$ cat config.mk
export PLATFORM = sky130hd
export DESIGN_NAME = three_axis_pid_quad_mixer_core
export DESIGN_NICKNAME = d
export VERILOG_FILES = /design/src/hw/rtl/tpqm_pkg.sv /design/src/hw/rtl/tpqm_csr.sv /design/src/hw/rtl/tpqm_mul.sv /design/src/hw/rtl/three_axis_pid_quad_mixer_core.sv
export SDC_FILE = /design/constraint.sdc
export NUM_CORES = 2
export LEC_CHECK = 0
export ABC_AREA = 1
export ABC_CLOCK_PERIOD_IN_PS = 19300
export BUFFER_PORTS_ARGS = -buffer_cell sky130_fd_sc_hd__buf_2
export CORE_ASPECT_RATIO = 0.5
export CORE_UTILIZATION = 55
export DETAILED_ROUTE_END_ITERATION = 6
export PLACE_DENSITY = 0.72
export SLEW_MARGIN = 20
export SYNTH_ARGS = -nofsm -noshare
export SYNTH_HDL_FRONTEND = slang
export SYNTH_SLANG_ARGS = --single-unit
$ cat constraint.sdc
create_clock -name clock -period 19.3 [get_ports clock]
set_clock_uncertainty 0.15 [all_clocks]
set_input_delay 3.86 -clock clock [delete_from_list [all_inputs] [get_ports clock]]
set_output_delay 3.86 -clock clock [all_outputs]
set_load 0.02 [all_outputs]
$ cat src/hw/rtl/tpqm_pkg.sv
// ----------------------------------------------------------------------------
// tpqm_pkg
// Shared types, widths and constants of the three-axis pid and quad mixer.
// ----------------------------------------------------------------------------
`default_nettype none

package tpqm_pkg;

   // field and datapath widths
   localparam int DEG_W    = 9;
   localparam int ANG_W    = 16;
   localparam int THR_W    = 11;
   localparam int MOT_W    = 11;
   localparam int GAIN_W   = 16;
   localparam int LIM_W    = 9;
   localparam int BOOST_W  = 12;
   localparam int INT_W    = 24;
   localparam int ERR_W    = 17;
   localparam int ACC_W    = 48;
   localparam int AXO_W    = 38;
   localparam int INT_FRAC = 14;
   localparam int FRAC_OUT = 28;
   localparam int LO_W     = 17;
   localparam int HI_W     = 18;
   localparam int CSR_IDX_W = 3;

   // shared multiplier operand widths
   localparam int MUL_A_W = 18;
   localparam int MUL_B_W = 17;
   localparam int MUL_P_W = MUL_A_W + MUL_B_W;

   // fixed constants
   localparam logic signed [MUL_B_W-1:0] DEG2RAD_Q16 = 17'sd1144;
   localparam logic [THR_W-1:0] FLOOR_US  = 11'd1050;
   localparam logic [THR_W-1:0] FLIGHT_US = 11'd1100;
   localparam logic [THR_W-1:0] CAP_US    = 11'd1500;

   // axis and motor codes
   localparam logic [1:0] AXIS_ROLL  = 2'd0;
   localparam logic [1:0] AXIS_PITCH = 2'd1;
   localparam logic [1:0] AXIS_YAW   = 2'd2;
   localparam logic [1:0] MOTOR_FL   = 2'd0;
   localparam logic [1:0] MOTOR_FR   = 2'd1;
   localparam logic [1:0] MOTOR_RL   = 2'd2;
   localparam logic [1:0] MOTOR_RR   = 2'd3;

   // register indexes
   typedef enum logic [CSR_IDX_W-1:0] {
      REG_KP_ROLL    = 3'd0,
      REG_KP_PITCH   = 3'd1,
      REG_KP_YAW     = 3'd2,
      REG_KI_ALL     = 3'd3,
      REG_KD_ALL     = 3'd4,
      REG_AXIS_LIMIT = 3'd5,
      REG_BOOST_GAIN = 3'd6
   } reg_index_type;

   // register reset values
   localparam logic [GAIN_W-1:0]  KP_RESET    = 16'd12800;
   localparam logic [GAIN_W-1:0]  KI_RESET    = 16'd0;
   localparam logic [GAIN_W-1:0]  KD_RESET    = 16'd0;
   localparam logic [LIM_W-1:0]   LIMIT_RESET = 9'd200;
   localparam logic [BOOST_W-1:0] BOOST_RESET = 12'd256;

   // configuration seen by the datapath
   typedef struct packed {
      logic [GAIN_W-1:0]  kp_roll;
      logic [GAIN_W-1:0]  kp_pitch;
      logic [GAIN_W-1:0]  kp_yaw;
      logic [GAIN_W-1:0]  ki_all;
      logic [GAIN_W-1:0]  kd_all;
      logic [LIM_W-1:0]   axis_limit;
      logic [BOOST_W-1:0] boost_gain;
   } cfg_type;

   // request to the shared multiplier
   typedef struct packed {
      logic               en;
      logic [MUL_A_W-1:0] a;
      logic [MUL_B_W-1:0] b;
   } mul_req_type;

   // sequencer states
   typedef enum logic [15:0] {
      ST_IDLE  = 16'h0001,
      ST_MSP   = 16'h0002,
      ST_ERR   = 16'h0004,
      ST_MKI   = 16'h0008,
      ST_IADD  = 16'h0010,
      ST_ICLP  = 16'h0020,
      ST_ISUM  = 16'h0040,
      ST_DSUB  = 16'h0080,
      ST_MBL   = 16'h0100,
      ST_MBH   = 16'h0200,
      ST_OACC  = 16'h0400,
      ST_OCLP  = 16'h0800,
      ST_MLOAD = 16'h1000,
      ST_MADD  = 16'h2000,
      ST_MFIN  = 16'h4000,
      ST_POST  = 16'h8000
   } state_type;

   // per motor trim in us
   function automatic logic [6:0] mix_trim(input logic [1:0] motor);
      logic [6:0] trim;
      case (motor)
         MOTOR_FL: trim = 7'd118;
         MOTOR_FR: trim = 7'd4;
         MOTOR_RL: trim = 7'd0;
         default:  trim = 7'd1;
      endcase
      return trim;
   endfunction

   // mixer sign: high when the axis term is subtracted for that motor
   function automatic logic mix_negate(input logic [1:0] motor, input logic [1:0] axis);
      logic [2:0] mask;
      case (motor)
         MOTOR_FL: mask = 3'b100;
         MOTOR_FR: mask = 3'b001;
         MOTOR_RL: mask = 3'b111;
         default:  mask = 3'b010;
      endcase
      return (axis == AXIS_YAW) ? mask[2] : ((axis == AXIS_PITCH) ? mask[1] : mask[0]);
   endfunction

endpackage

`default_nettype wire

$ cat src/hw/rtl/tpqm_csr.sv
// ----------------------------------------------------------------------------
// tpqm_csr
// Configuration registers: gains, axis limit and boost, written by index.
// ----------------------------------------------------------------------------
`default_nettype none

module tpqm_csr
   import tpqm_pkg::*;
(
   input  wire logic                 clock,
   input  wire logic                 reset,
   input  wire logic                 csr_we,
   input  wire logic [CSR_IDX_W-1:0] csr_index,
   input  wire logic [GAIN_W-1:0]    csr_wdata,
   output      cfg_type              cfg
);

   cfg_type cfg_ff;
   cfg_type cfg_in;

   // write decode
   always_comb begin
      cfg_in = cfg_ff;
      if (csr_we) begin
         unique case (csr_index)
            REG_KP_ROLL:    cfg_in.kp_roll    = csr_wdata;
            REG_KP_PITCH:   cfg_in.kp_pitch   = csr_wdata;
            REG_KP_YAW:     cfg_in.kp_yaw     = csr_wdata;
            REG_KI_ALL:     cfg_in.ki_all     = csr_wdata;
            REG_KD_ALL:     cfg_in.kd_all     = csr_wdata;
            REG_AXIS_LIMIT: cfg_in.axis_limit = csr_wdata[LIM_W-1:0];
            REG_BOOST_GAIN: cfg_in.boost_gain = csr_wdata[BOOST_W-1:0];
            default:        cfg_in = cfg_ff;
         endcase
      end
   end

   // register bank
   always_ff @(posedge clock) begin
      if (reset) begin
         cfg_ff.kp_roll    <= KP_RESET;
         cfg_ff.kp_pitch   <= KP_RESET;
         cfg_ff.kp_yaw     <= KP_RESET;
         cfg_ff.ki_all     <= KI_RESET;
         cfg_ff.kd_all     <= KD_RESET;
         cfg_ff.axis_limit <= LIMIT_RESET;
         cfg_ff.boost_gain <= BOOST_RESET;
      end else begin
         cfg_ff <= cfg_in;
      end
   end

   assign cfg = cfg_ff;

endmodule

`default_nettype wire

$ cat src/hw/rtl/tpqm_mul.sv
// ----------------------------------------------------------------------------
// tpqm_mul
// Shared signed multiplier, 18 by 17 bits, with a registered product.
// ----------------------------------------------------------------------------
`default_nettype none

module tpqm_mul
   import tpqm_pkg::*;
(
   input  wire logic                      clock,
   input  wire mul_req_type               mul_req,
   output      logic signed [MUL_P_W-1:0] prod
);

   logic signed [MUL_A_W-1:0] op_a;
   logic signed [MUL_B_W-1:0] op_b;
   logic signed [MUL_P_W-1:0] prod_in;
   logic signed [MUL_P_W-1:0] prod_ff;

   // signed product, extended to the full product width
   assign op_a    = $signed(mul_req.a);
   assign op_b    = $signed(mul_req.b);
   assign prod_in = MUL_P_W'(op_a) * MUL_P_W'(op_b);

   // product register, loaded only when the sequencer asks
   always_ff @(posedge clock) begin
      if (mul_req.en) begin
         prod_ff <= prod_in;
      end
   end

   assign prod = prod_ff;

endmodule

`default_nettype wire

$ cat src/hw/rtl/three_axis_pid_quad_mixer_core.sv
// one item at a time: the next input transfer is taken only once the previous
// item has been handed to the output register and the sequencer is idle again.
// the sequencer takes 11 steps per axis through the one shared
// multiplier and accumulator, then 5 steps per motor for mixing and limiting.
// a finished result waits in the output register while the next item is taken.
// synchronous reset clears gains to defaults, integrals and last angles to zero.
// ----------------------------------------------------------------------------
// three_axis_pid_quad_mixer_core
// Three-axis pid attitude controller with quadcopter motor mixer, built as a
// small sequencer around a shared multiplier and an accumulator.
// ----------------------------------------------------------------------------
`default_nettype none

module three_axis_pid_quad_mixer_core
   import tpqm_pkg::*;
(
   input  wire logic                    clock,
   input  wire logic                    reset,
   // input channel
   input  wire logic                    req_valid,
   output      logic                    req_stall,
   input  wire logic signed [DEG_W-1:0] req_target_roll_deg,
   input  wire logic signed [DEG_W-1:0] req_target_pitch_deg,
   input  wire logic signed [DEG_W-1:0] req_target_yaw_deg,
   input  wire logic signed [ANG_W-1:0] req_angle_roll,
   input  wire logic signed [ANG_W-1:0] req_angle_pitch,
   input  wire logic signed [ANG_W-1:0] req_angle_yaw,
   input  wire logic [THR_W-1:0]        req_throttle_us,
   // result channel
   output      logic                    rsp_valid,
   input  wire logic                    rsp_stall,
   output      logic [MOT_W-1:0]        rsp_motor_front_left,
   output      logic [MOT_W-1:0]        rsp_motor_front_right,
   output      logic [MOT_W-1:0]        rsp_motor_rear_left,
   output      logic [MOT_W-1:0]        rsp_motor_rear_right,
   // configuration port
   input  wire logic                    csr_we,
   input  wire logic [CSR_IDX_W-1:0]    csr_index,
   input  wire logic [GAIN_W-1:0]       csr_wdata
);

   localparam int MW = 14;
   localparam logic signed [ACC_W-1:0] TRUNC_BIAS = ACC_W'((64'd1 << FRAC_OUT) - 64'd1);
   localparam logic signed [MW-1:0] FLOOR_S = $signed(MW'(FLOOR_US));
   localparam logic signed [MW-1:0] CAP_S   = $signed(MW'(CAP_US));

   cfg_type                   cfg;
   mul_req_type               mul_req;
   logic signed [MUL_P_W-1:0] prod;

   // sequencer and datapath registers
   state_type                 state_ff, state_in;
   logic [1:0]                axis_ff, axis_in;
   logic [1:0]                term_ff, term_in;
   logic [1:0]                motor_ff, motor_in;
   logic signed [ACC_W-1:0]   acc_ff, acc_in;
   logic signed [ERR_W-1:0]   e_ff, e_in;
   logic signed [ERR_W-1:0]   diff_ff, diff_in;
   logic [HI_W-1:0]           shi_ff, shi_in;
   logic signed [DEG_W-1:0]   deg_ff [3];
   logic signed [DEG_W-1:0]   deg_in [3];
   logic signed [ANG_W-1:0]   ang_ff [3];
   logic signed [ANG_W-1:0]   ang_in [3];
   logic [THR_W-1:0]          thr_ff, thr_in;
   logic signed [INT_W-1:0]   integ_ff [3];
   logic signed [INT_W-1:0]   integ_in [3];
   logic signed [ANG_W-1:0]   last_ff [3];
   logic signed [ANG_W-1:0]   last_in [3];
   logic signed [AXO_W-1:0]   axo_ff [3];
   logic signed [AXO_W-1:0]   axo_in [3];
   logic [MOT_W-1:0]          mot_ff [4];
   logic [MOT_W-1:0]          mot_in [4];
   logic                      rsp_valid_ff, rsp_valid_in;
   logic [MOT_W-1:0]          rsp_fl_ff, rsp_fl_in;
   logic [MOT_W-1:0]          rsp_fr_ff, rsp_fr_in;
   logic [MOT_W-1:0]          rsp_rl_ff, rsp_rl_in;
   logic [MOT_W-1:0]          rsp_rr_ff, rsp_rr_in;

   // datapath helper signals
   logic                      req_xfer;
   logic                      rsp_xfer;
   logic [GAIN_W-1:0]         kp_sel;
   logic signed [19:0]        sp_sum;
   logic signed [ERR_W-2:0]   spq;
   logic signed [MUL_P_W-1:0] ki_rnd;
   logic signed [MUL_P_W-7:0] ki_term;
   logic signed [ACC_W-1:0]   ilim;
   logic signed [ACC_W-1:0]   olim;
   logic signed [ACC_W-1:0]   iclamp;
   logic signed [ACC_W-1:0]   oclamp;
   logic signed [ACC_W-1:0]   acc_x2;
   logic signed [ACC_W-1:0]   mix_term;
   logic [THR_W:0]            base_us;
   logic signed [ACC_W-1:0]   trunc_sum;
   logic signed [MW-1:0]      mot_raw;
   logic signed [MW-1:0]      mot_lim;

   // configuration registers
   tpqm_csr u_csr (
      .clock     (clock),
      .reset     (reset),
      .csr_we    (csr_we),
      .csr_index (csr_index),
      .csr_wdata (csr_wdata),
      .cfg       (cfg)
   );

   // shared multiplier
   tpqm_mul u_mul (
      .clock   (clock),
      .mul_req (mul_req),
      .prod    (prod)
   );

   assign req_stall = (state_ff != ST_IDLE);
   assign req_xfer  = req_valid && !req_stall;
   assign rsp_xfer  = rsp_valid_ff && !rsp_stall;

   // proportional gain of the current axis
   always_comb begin
      case (axis_ff)
         AXIS_ROLL:  kp_sel = cfg.kp_roll;
         AXIS_PITCH: kp_sel = cfg.kp_pitch;
         default:    kp_sel = cfg.kp_yaw;
      endcase
   end

   // set point rounding and integral term rounding
   assign sp_sum  = $signed(prod[19:0]) + 20'sd8;
   assign spq     = $signed(sp_sum[19:4]);
   assign ki_rnd  = prod + MUL_P_W'(32);
   assign ki_term = $signed(ki_rnd[MUL_P_W-1:6]);

   // clamp limits
   assign ilim = $signed(ACC_W'({cfg.axis_limit, {INT_FRAC{1'b0}}}));
   assign olim = $signed(ACC_W'({cfg.axis_limit, {FRAC_OUT{1'b0}}}));

   // integral clamp, symmetric
   always_comb begin
      if (acc_ff > ilim) begin
         iclamp = ilim;
      end else if (acc_ff < -ilim) begin
         iclamp = -ilim;
      end else begin
         iclamp = acc_ff;
      end
   end

   // output clamp: below minus half the limit snaps to minus the limit
   assign acc_x2 = acc_ff <<< 1;
   always_comb begin
      if (acc_ff > olim) begin
         oclamp = olim;
      end else if (acc_x2 < -olim) begin
         oclamp = -olim;
      end else begin
         oclamp = acc_ff;
      end
   end

   // mixer operands
   assign mix_term = ACC_W'(axo_ff[term_ff]);
   assign base_us  = {1'b0, thr_ff} + (THR_W + 1)'(mix_trim(motor_ff));

   // truncation toward zero to whole us, then floor, pass-through, cap, zero clamp
   assign trunc_sum = acc_ff + (acc_ff[ACC_W-1] ? TRUNC_BIAS : '0);
   assign mot_raw   = $signed(trunc_sum[FRAC_OUT+MW-1:FRAC_OUT]);
   always_comb begin
      mot_lim = mot_raw;
      if ((thr_ff > FLIGHT_US) && (mot_lim < FLOOR_S)) begin
         mot_lim = FLOOR_S;
      end
      if (thr_ff < FLOOR_US) begin
         mot_lim = $signed(MW'(thr_ff));
      end
      if (mot_lim > CAP_S) begin
         mot_lim = CAP_S;
      end
      if (mot_lim < 0) begin
         mot_lim = '0;
      end
   end

   // sequencer
   always_comb begin
      state_in     = state_ff;
      axis_in      = axis_ff;
      term_in      = term_ff;
      motor_in     = motor_ff;
      acc_in       = acc_ff;
      e_in         = e_ff;
      diff_in      = diff_ff;
      shi_in       = shi_ff;
      deg_in       = deg_ff;
      ang_in       = ang_ff;
      thr_in       = thr_ff;
      integ_in     = integ_ff;
      last_in      = last_ff;
      axo_in       = axo_ff;
      mot_in       = mot_ff;
      rsp_valid_in = rsp_valid_ff && !rsp_xfer;
      rsp_fl_in    = rsp_fl_ff;
      rsp_fr_in    = rsp_fr_ff;
      rsp_rl_in    = rsp_rl_ff;
      rsp_rr_in    = rsp_rr_ff;
      mul_req      = '0;

      unique case (state_ff)
         // take a new item
         ST_IDLE: begin
            if (req_xfer) begin
               deg_in[AXIS_ROLL]  = req_target_roll_deg;
               deg_in[AXIS_PITCH] = req_target_pitch_deg;
               deg_in[AXIS_YAW]   = req_target_yaw_deg;
               ang_in[AXIS_ROLL]  = req_angle_roll;
               ang_in[AXIS_PITCH] = req_angle_pitch;
               ang_in[AXIS_YAW]   = req_angle_yaw;
               thr_in             = req_throttle_us;
               axis_in            = AXIS_ROLL;
               state_in           = ST_MSP;
            end
         end
         // degrees to radians, measurement derivative
         ST_MSP: begin
            mul_req.en       = 1'b1;
            mul_req.a        = MUL_A_W'(deg_ff[axis_ff]);
            mul_req.b        = DEG2RAD_Q16;
            diff_in          = ERR_W'(ang_ff[axis_ff]) - ERR_W'(last_ff[axis_ff]);
            last_in[axis_ff] = ang_ff[axis_ff];
            state_in         = ST_ERR;
         end
         // error against the measurement
         ST_ERR: begin
            e_in     = ERR_W'(spq) - ERR_W'(ang_ff[axis_ff]);
            state_in = ST_MKI;
         end
         // integral gain times error
         ST_MKI: begin
            mul_req.en = 1'b1;
            mul_req.a  = MUL_A_W'(e_ff);
            mul_req.b  = {1'b0, cfg.ki_all};
            state_in   = ST_IADD;
         end
         // accumulate integral, start proportional product
         ST_IADD: begin
            acc_in     = ACC_W'(integ_ff[axis_ff]) + ACC_W'(ki_term);
            mul_req.en = 1'b1;
            mul_req.a  = MUL_A_W'(e_ff);
            mul_req.b  = {1'b0, kp_sel};
            state_in   = ST_ICLP;
         end
         // clamp and store integral, start derivative product
         ST_ICLP: begin
            integ_in[axis_ff] = iclamp[INT_W-1:0];
            acc_in            = ACC_W'(prod);
            mul_req.en        = 1'b1;
            mul_req.a         = MUL_A_W'(diff_ff);
            mul_req.b         = {1'b0, cfg.kd_all};
            state_in          = ST_ISUM;
         end
         // add integral in the sum scale
         ST_ISUM: begin
            acc_in   = acc_ff + (ACC_W'(integ_ff[axis_ff]) <<< 6);
            state_in = ST_DSUB;
         end
         // subtract derivative
         ST_DSUB: begin
            acc_in   = acc_ff - ACC_W'(prod);
            state_in = ST_MBL;
         end
         // boost, low half of the sum
         ST_MBL: begin
            mul_req.en = 1'b1;
            mul_req.a  = {1'b0, acc_ff[LO_W-1:0]};
            mul_req.b  = {{(MUL_B_W-BOOST_W){1'b0}}, cfg.boost_gain};
            shi_in     = acc_ff[LO_W+HI_W-1:LO_W];
            state_in   = ST_MBH;
         end
         // boost, high half of the sum
         ST_MBH: begin
            acc_in     = ACC_W'(prod);
            mul_req.en = 1'b1;
            mul_req.a  = shi_ff;
            mul_req.b  = {{(MUL_B_W-BOOST_W){1'b0}}, cfg.boost_gain};
            state_in   = ST_OACC;
         end
         // combine the two halves
         ST_OACC: begin
            acc_in   = acc_ff + (ACC_W'(prod) <<< LO_W);
            state_in = ST_OCLP;
         end
         // clamp axis output, next axis or mixing
         ST_OCLP: begin
            axo_in[axis_ff] = oclamp[AXO_W-1:0];
            if (axis_ff == AXIS_YAW) begin
               motor_in = MOTOR_FL;
               state_in = ST_MLOAD;
            end else begin
               axis_in  = axis_ff + 2'd1;
               state_in = ST_MSP;
            end
         end
         // throttle plus trim
         ST_MLOAD: begin
            acc_in   = $signed(ACC_W'({base_us, {FRAC_OUT{1'b0}}}));
            term_in  = AXIS_ROLL;
            state_in = ST_MADD;
         end
         // add or subtract one axis output
         ST_MADD: begin
            if (mix_negate(motor_ff, term_ff)) begin
               acc_in = acc_ff - mix_term;
            end else begin
               acc_in = acc_ff + mix_term;
            end
            if (term_ff == AXIS_YAW) begin
               state_in = ST_MFIN;
            end else begin
               term_in = term_ff + 2'd1;
            end
         end
         // limit one motor
         ST_MFIN: begin
            mot_in[motor_ff] = mot_lim[MOT_W-1:0];
            if (motor_ff == MOTOR_RR) begin
               state_in = ST_POST;
            end else begin
               motor_in = motor_ff + 2'd1;
               state_in = ST_MLOAD;
            end
         end
         // hand the result to the output register once it is free
         ST_POST: begin
            if (!rsp_valid_ff || !rsp_stall) begin
               rsp_valid_in = 1'b1;
               rsp_fl_in    = mot_ff[MOTOR_FL];
               rsp_fr_in    = mot_ff[MOTOR_FR];
               rsp_rl_in    = mot_ff[MOTOR_RL];
               rsp_rr_in    = mot_ff[MOTOR_RR];
               state_in     = ST_IDLE;
            end
         end
         default: begin
            state_in = ST_IDLE;
         end
      endcase
   end

   // control state and controller memory
   always_ff @(posedge clock) begin
      if (reset) begin
         state_ff     <= ST_IDLE;
         axis_ff      <= AXIS_ROLL;
         term_ff      <= AXIS_ROLL;
         motor_ff     <= MOTOR_FL;
         rsp_valid_ff <= 1'b0;
         for (int i = 0; i < 3; i++) begin
            integ_ff[i] <= '0;
            last_ff[i]  <= '0;
         end
      end else begin
         state_ff     <= state_in;
         axis_ff      <= axis_in;
         term_ff      <= term_in;
         motor_ff     <= motor_in;
         rsp_valid_ff <= rsp_valid_in;
         integ_ff     <= integ_in;
         last_ff      <= last_in;
      end
   end

   // payload registers
   always_ff @(posedge clock) begin
      acc_ff    <= acc_in;
      e_ff      <= e_in;
      diff_ff   <= diff_in;
      shi_ff    <= shi_in;
      deg_ff    <= deg_in;
      ang_ff    <= ang_in;
      thr_ff    <= thr_in;
      axo_ff    <= axo_in;
      mot_ff    <= mot_in;
      rsp_fl_ff <= rsp_fl_in;
      rsp_fr_ff <= rsp_fr_in;
      rsp_rl_ff <= rsp_rl_in;
      rsp_rr_ff <= rsp_rr_in;
   end

   assign rsp_valid             = rsp_valid_ff;
   assign rsp_motor_front_left  = rsp_fl_ff;
   assign rsp_motor_front_right = rsp_fr_ff;
   assign rsp_motor_rear_left   = rsp_rl_ff;
   assign rsp_motor_rear_right  = rsp_rr_ff;

`ifndef NO_ASSERTIONS
   // an input transfer starts the sequencer, which then holds off new items
   a_busy_after_xfer: assert property (@(posedge clock) disable iff (reset)
      req_xfer |=> req_stall)
      else $error("block ready right after an input transfer");

   // a new result appears only out of the hand-off step
   a_valid_from_post: assert property (@(posedge clock) disable iff (reset)
      $rose(rsp_valid_ff) |-> $past(state_ff == ST_POST))
      else $error("result valid raised outside the hand-off step");

   // every delivered pulse respects the cap
   a_pulse_cap: assert property (@(posedge clock) disable iff (reset)
      rsp_valid_ff |-> (rsp_fl_ff <= CAP_US) && (rsp_fr_ff <= CAP_US) &&
                       (rsp_rl_ff <= CAP_US) && (rsp_rr_ff <= CAP_US))
      else $error("motor pulse above cap");
`endif

endmodule

`default_nettype wire
==> metrics.txt <==
status complete, no violations; # IOs 156; Most common cell on crit path inv_1; Switching Share 37.9%; largest family of logic cells by synthesized area adder cells; post-route ant nets 0; Bufs on Longest Clock Path 3; grt ovf 0; Initial Util 55.8%; worst vdd ir 78.0 µV; die area 98700 µm²; fin worst setup slack 9.64 ns; total setup buffers inserted after CTS 0; complex-gate fraction of the synthesized area 15.5%; CTS Root Cell clkbuf_16; sequential power share 39.6%; post-route cell area 58100 µm²; via count 49602; H-tree depth 3; largest delay contributor family on the critical path adder cells; Worst path slowest cell fa_1; sequential area share after synthesis 32.8%; via density per instance 6.10; Nets 7606; internal power 2.80 mW; row cnt 80; hold_buf cts 0; combinational power share 30.8%; Die Wd 443 µm; # setup viols final 0; first-pass GRT wire length 299000 µm; area share of fa/ha/maj cells after synthesis 20.3%; DR WL/cell 25.0 µm; CP Class reg2reg; Fin. Hold Viols 0; PortBufs 155; Synth Area in XOR/XNOR 3.21%; Post-synth EDFFs 423; WL final 204000 µm; Pwr Density 77.7 nW/µm²; post-synth net total 7488; worst path buffer plus inverter count 9; dpl ws 9.71 ns; Simple-Gate Fraction of Synth Area 18.6%; critical path fanouts, max 40; max incr delay on CP 0.56 ns; Mapped Cells 6690; Chip Height 223 µm; WP data required 19.57 ns; LEAKAGE 27.1 nW; min Tclk post-route 9.66 ns; final core occ 60.6%; met3 Use GR 12.2%; Hold WC Path Type reg2reg; routability cong. 1.08; Slew Limit Fails 0; GR Util met1 56.9%; HPWL Detailed 158000 µm; synthesized cell area 53500 µm²; Setup crit start kind flip-flop; Initial DRC Count 6475; initial antenna violation count 17; WP data arrival 9.92 ns; worst skew pair latency 0.70 ns; grt peak-use layer met2; f_max 104 MHz; Layout area overhead 8.49%; final setup TNS 0 ns; largest net degree at the start of global routing 148; clk sinks 667; clock share of power 29.6%; layout cells sized above 1 8.12%; Net Sw Power 1.71 mW; met2 track demand over resource 59.7%; CTS Buf Count 66; RSZ-0062 raised after global routing no; Async SR Flop Fraction 0%; Cell variety after synth 80; synth warn 0; Slew HR 21.1%; post-cts sizing count 0; R2R depth 32; Hold Crit Depth 0; synthesized flop and latch total 667; DRT Pass-1 Iters 7; Mapped Avg Cell Area 8.00 µm²; CP endpoint kind flip-flop; Placeable Area 95900 µm²; DP Area 55900 µm²; Primary FF master, synth edfxtp_1; number of remaining DRC errors 0; post-synthesis mux area share 0.0561%; final period utilization 50.0%; vias in the first global route 47450; Clk pin slew, worst setup/hold paths 0.07 ns; TritonCTS clock tree yes; Overall Global Routing Usage 40.9%; fillers 8531; max_cap viols 0; Least-Margin Pin Slew 1.17 ns; Crit. path cell count 32
==> worst register-to-register path, delay by kind of cell, from the launching register on <==
family / cells / cell delay, ns
buffers and inverters: 9 / 1.82
flip-flops: 1 / 0.34
AND/OR/NAND/NOR: 8 / 1.93
AO/OA/AOI/OAI: 7 / 1.54
adder cells (fa/ha/maj): 7 / 3.50
XOR/XNOR: 1 / 0.11
==> flip-flops by register name, indices dropped and copies added (netlist names), 18 cells and up <==
name / cells
u_mul.prod: 35
u_csr.cfg: 101
mot_ff: 44
integ_ff: 72
ang_ff: 48
acc_ff: 48
shi_ff: 18
last_ff: 48
deg_ff: 27
axo_ff: 114
==> metal layers <==
layer	wire length (µm)	vias to the layer above
li1	-	22342
met1	83800	23817
met2	84400	2942
met3	26800	491
met4	8630	10
met5	97	-
==> synthesized netlist by cell type, drive strengths merged (3+ instances only) <==
master	n	share of area, %
nand3b	9	0.13
o311ai	3	0.049
ha	388	9.1
nand2	1210	8.6
o31ai	7	0.098
a22oi	32	0.47
a21o	13	0.18
mux2i	3	0.056
nand3	191	1.9
or2	122	1.4
o2111ai	14	0.24
edfxtp	423	24
clkbuf	142	1.0
clkinv	10	0.070
xor2	148	2.4
o21ai	526	4.9
a22o	8	0.13
a211oi	16	0.22
nand4	49	0.57
buf	48	0.45
xnor2	48	0.79
a32oi	37	0.65
o21bai	29	0.41
a31oi	35	0.41
fa	300	11
o21a	16	0.22
a311oi	8	0.13
inv	1138	8.0
nor3	75	0.75
a21oi	557	5.2
nor4	32	0.44
o221ai	19	0.32
dfxtp	244	9.1
a221oi	24	0.40
a21boi	11	0.15
nor2	652	4.7
and3	7	0.082
o211ai	55	0.77
o22ai	23	0.27
==> placed cells by master (no fill, tap or decap), types with 30 or more instances in the layout <==
| cell type | n |
|---|---|
| nand2_1 | 1193 |
| buf_4 | 83 |
| fa_1 | 300 |
| inv_2 | 43 |
| a32oi_1 | 34 |
| nand3_1 | 182 |
| xor2_1 | 148 |
| dfxtp_1 | 243 |
| xnor2_1 | 48 |
| inv_1 | 1094 |
| nor3_1 | 70 |
| clkbuf_16 | 67 |
| or2_2 | 92 |
| edfxtp_1 | 423 |
| nand4_1 | 49 |
| o211ai_1 | 55 |
| buf_2 | 155 |
| a21oi_1 | 553 |
| nor2_1 | 631 |
| ha_1 | 388 |
| a22oi_1 | 30 |
| o21ai_0 | 503 |
| a31oi_1 | 35 |
==> cell families after synthesis <==
group / Yosys count
multiplexers: 3
AO/OA/AOI/OAI: 1447
flip-flops: 667
XOR/XNOR: 196
buffers and inverters: 1338
AND/OR/NAND/NOR: 2351
adder cells (fa/ha/maj): 688
==> area by class of cell <==
cell class / count / area, µm² / area share (%)
Multi-Input combinational cell: 4685 / 31000 / 53.3
Sequential cell: 667 / 17600 / 30.3
Inverter: 1148 / 4310 / 7.43
Clock buffer: 89 / 1830 / 3.15
Tap cell: 1271 / 1590 / 2.74
Timing Repair Buffer: 240 / 1420 / 2.44
Clock inverter: 30 / 350 / 0.603
Antenna cell: 5 / 12.5 / 0.0215
==> power by group through the flow <==
| stage | clock [mW] | sequential, mW | combinational (mW) |
|---|---|---|---|
| after floorplan | 0 | 1.77 | 0.916 |
| after global placement | 0 | 1.81 | 1.32 |
| after detailed placement | 0 | 1.81 | 1.34 |
| after CTS | 1.34 | 1.78 | 1.35 |
| after global routing | 1.39 | 1.79 | 1.51 |
| final | 1.34 | 1.79 | 1.39 |
==> per-stage QoR <==
| step | total power, mW | cells | hold slack (ns) |
|---|---|---|---|
| floorplan | 2.68 | 6690 | 0.250 |
| global placement | 3.12 | 8010 | 0.252 |
| detailed placement | 3.15 | 8010 | 0.255 |
| CTS | 4.46 | 8129 | 0.268 |
| global route | 4.69 | 8130 | 0.272 |
| finish | 4.51 | 8135 | 0.267 |
==> path summary, 6_finish.rpt <==
check | start | endpoint | slack, ns
min | mot_ff[13]$_DFFE_PP_ | rsp_motor_rear_left[2]$_DFFE_PP_ | 0.27
min reg2reg | mot_ff[13]$_DFFE_PP_ | rsp_motor_rear_left[2]$_DFFE_PP_ | 0.27
max reg2reg | state_ff[15]$_SDFFE_PP0P_ | u_mul.prod[31]$_DFFE_PN_ | 9.64
max | state_ff[15]$_SDFFE_PP0P_ | u_mul.prod[31]$_DFFE_PN_ | 9.64
Power figures use the tool's default switching activity.
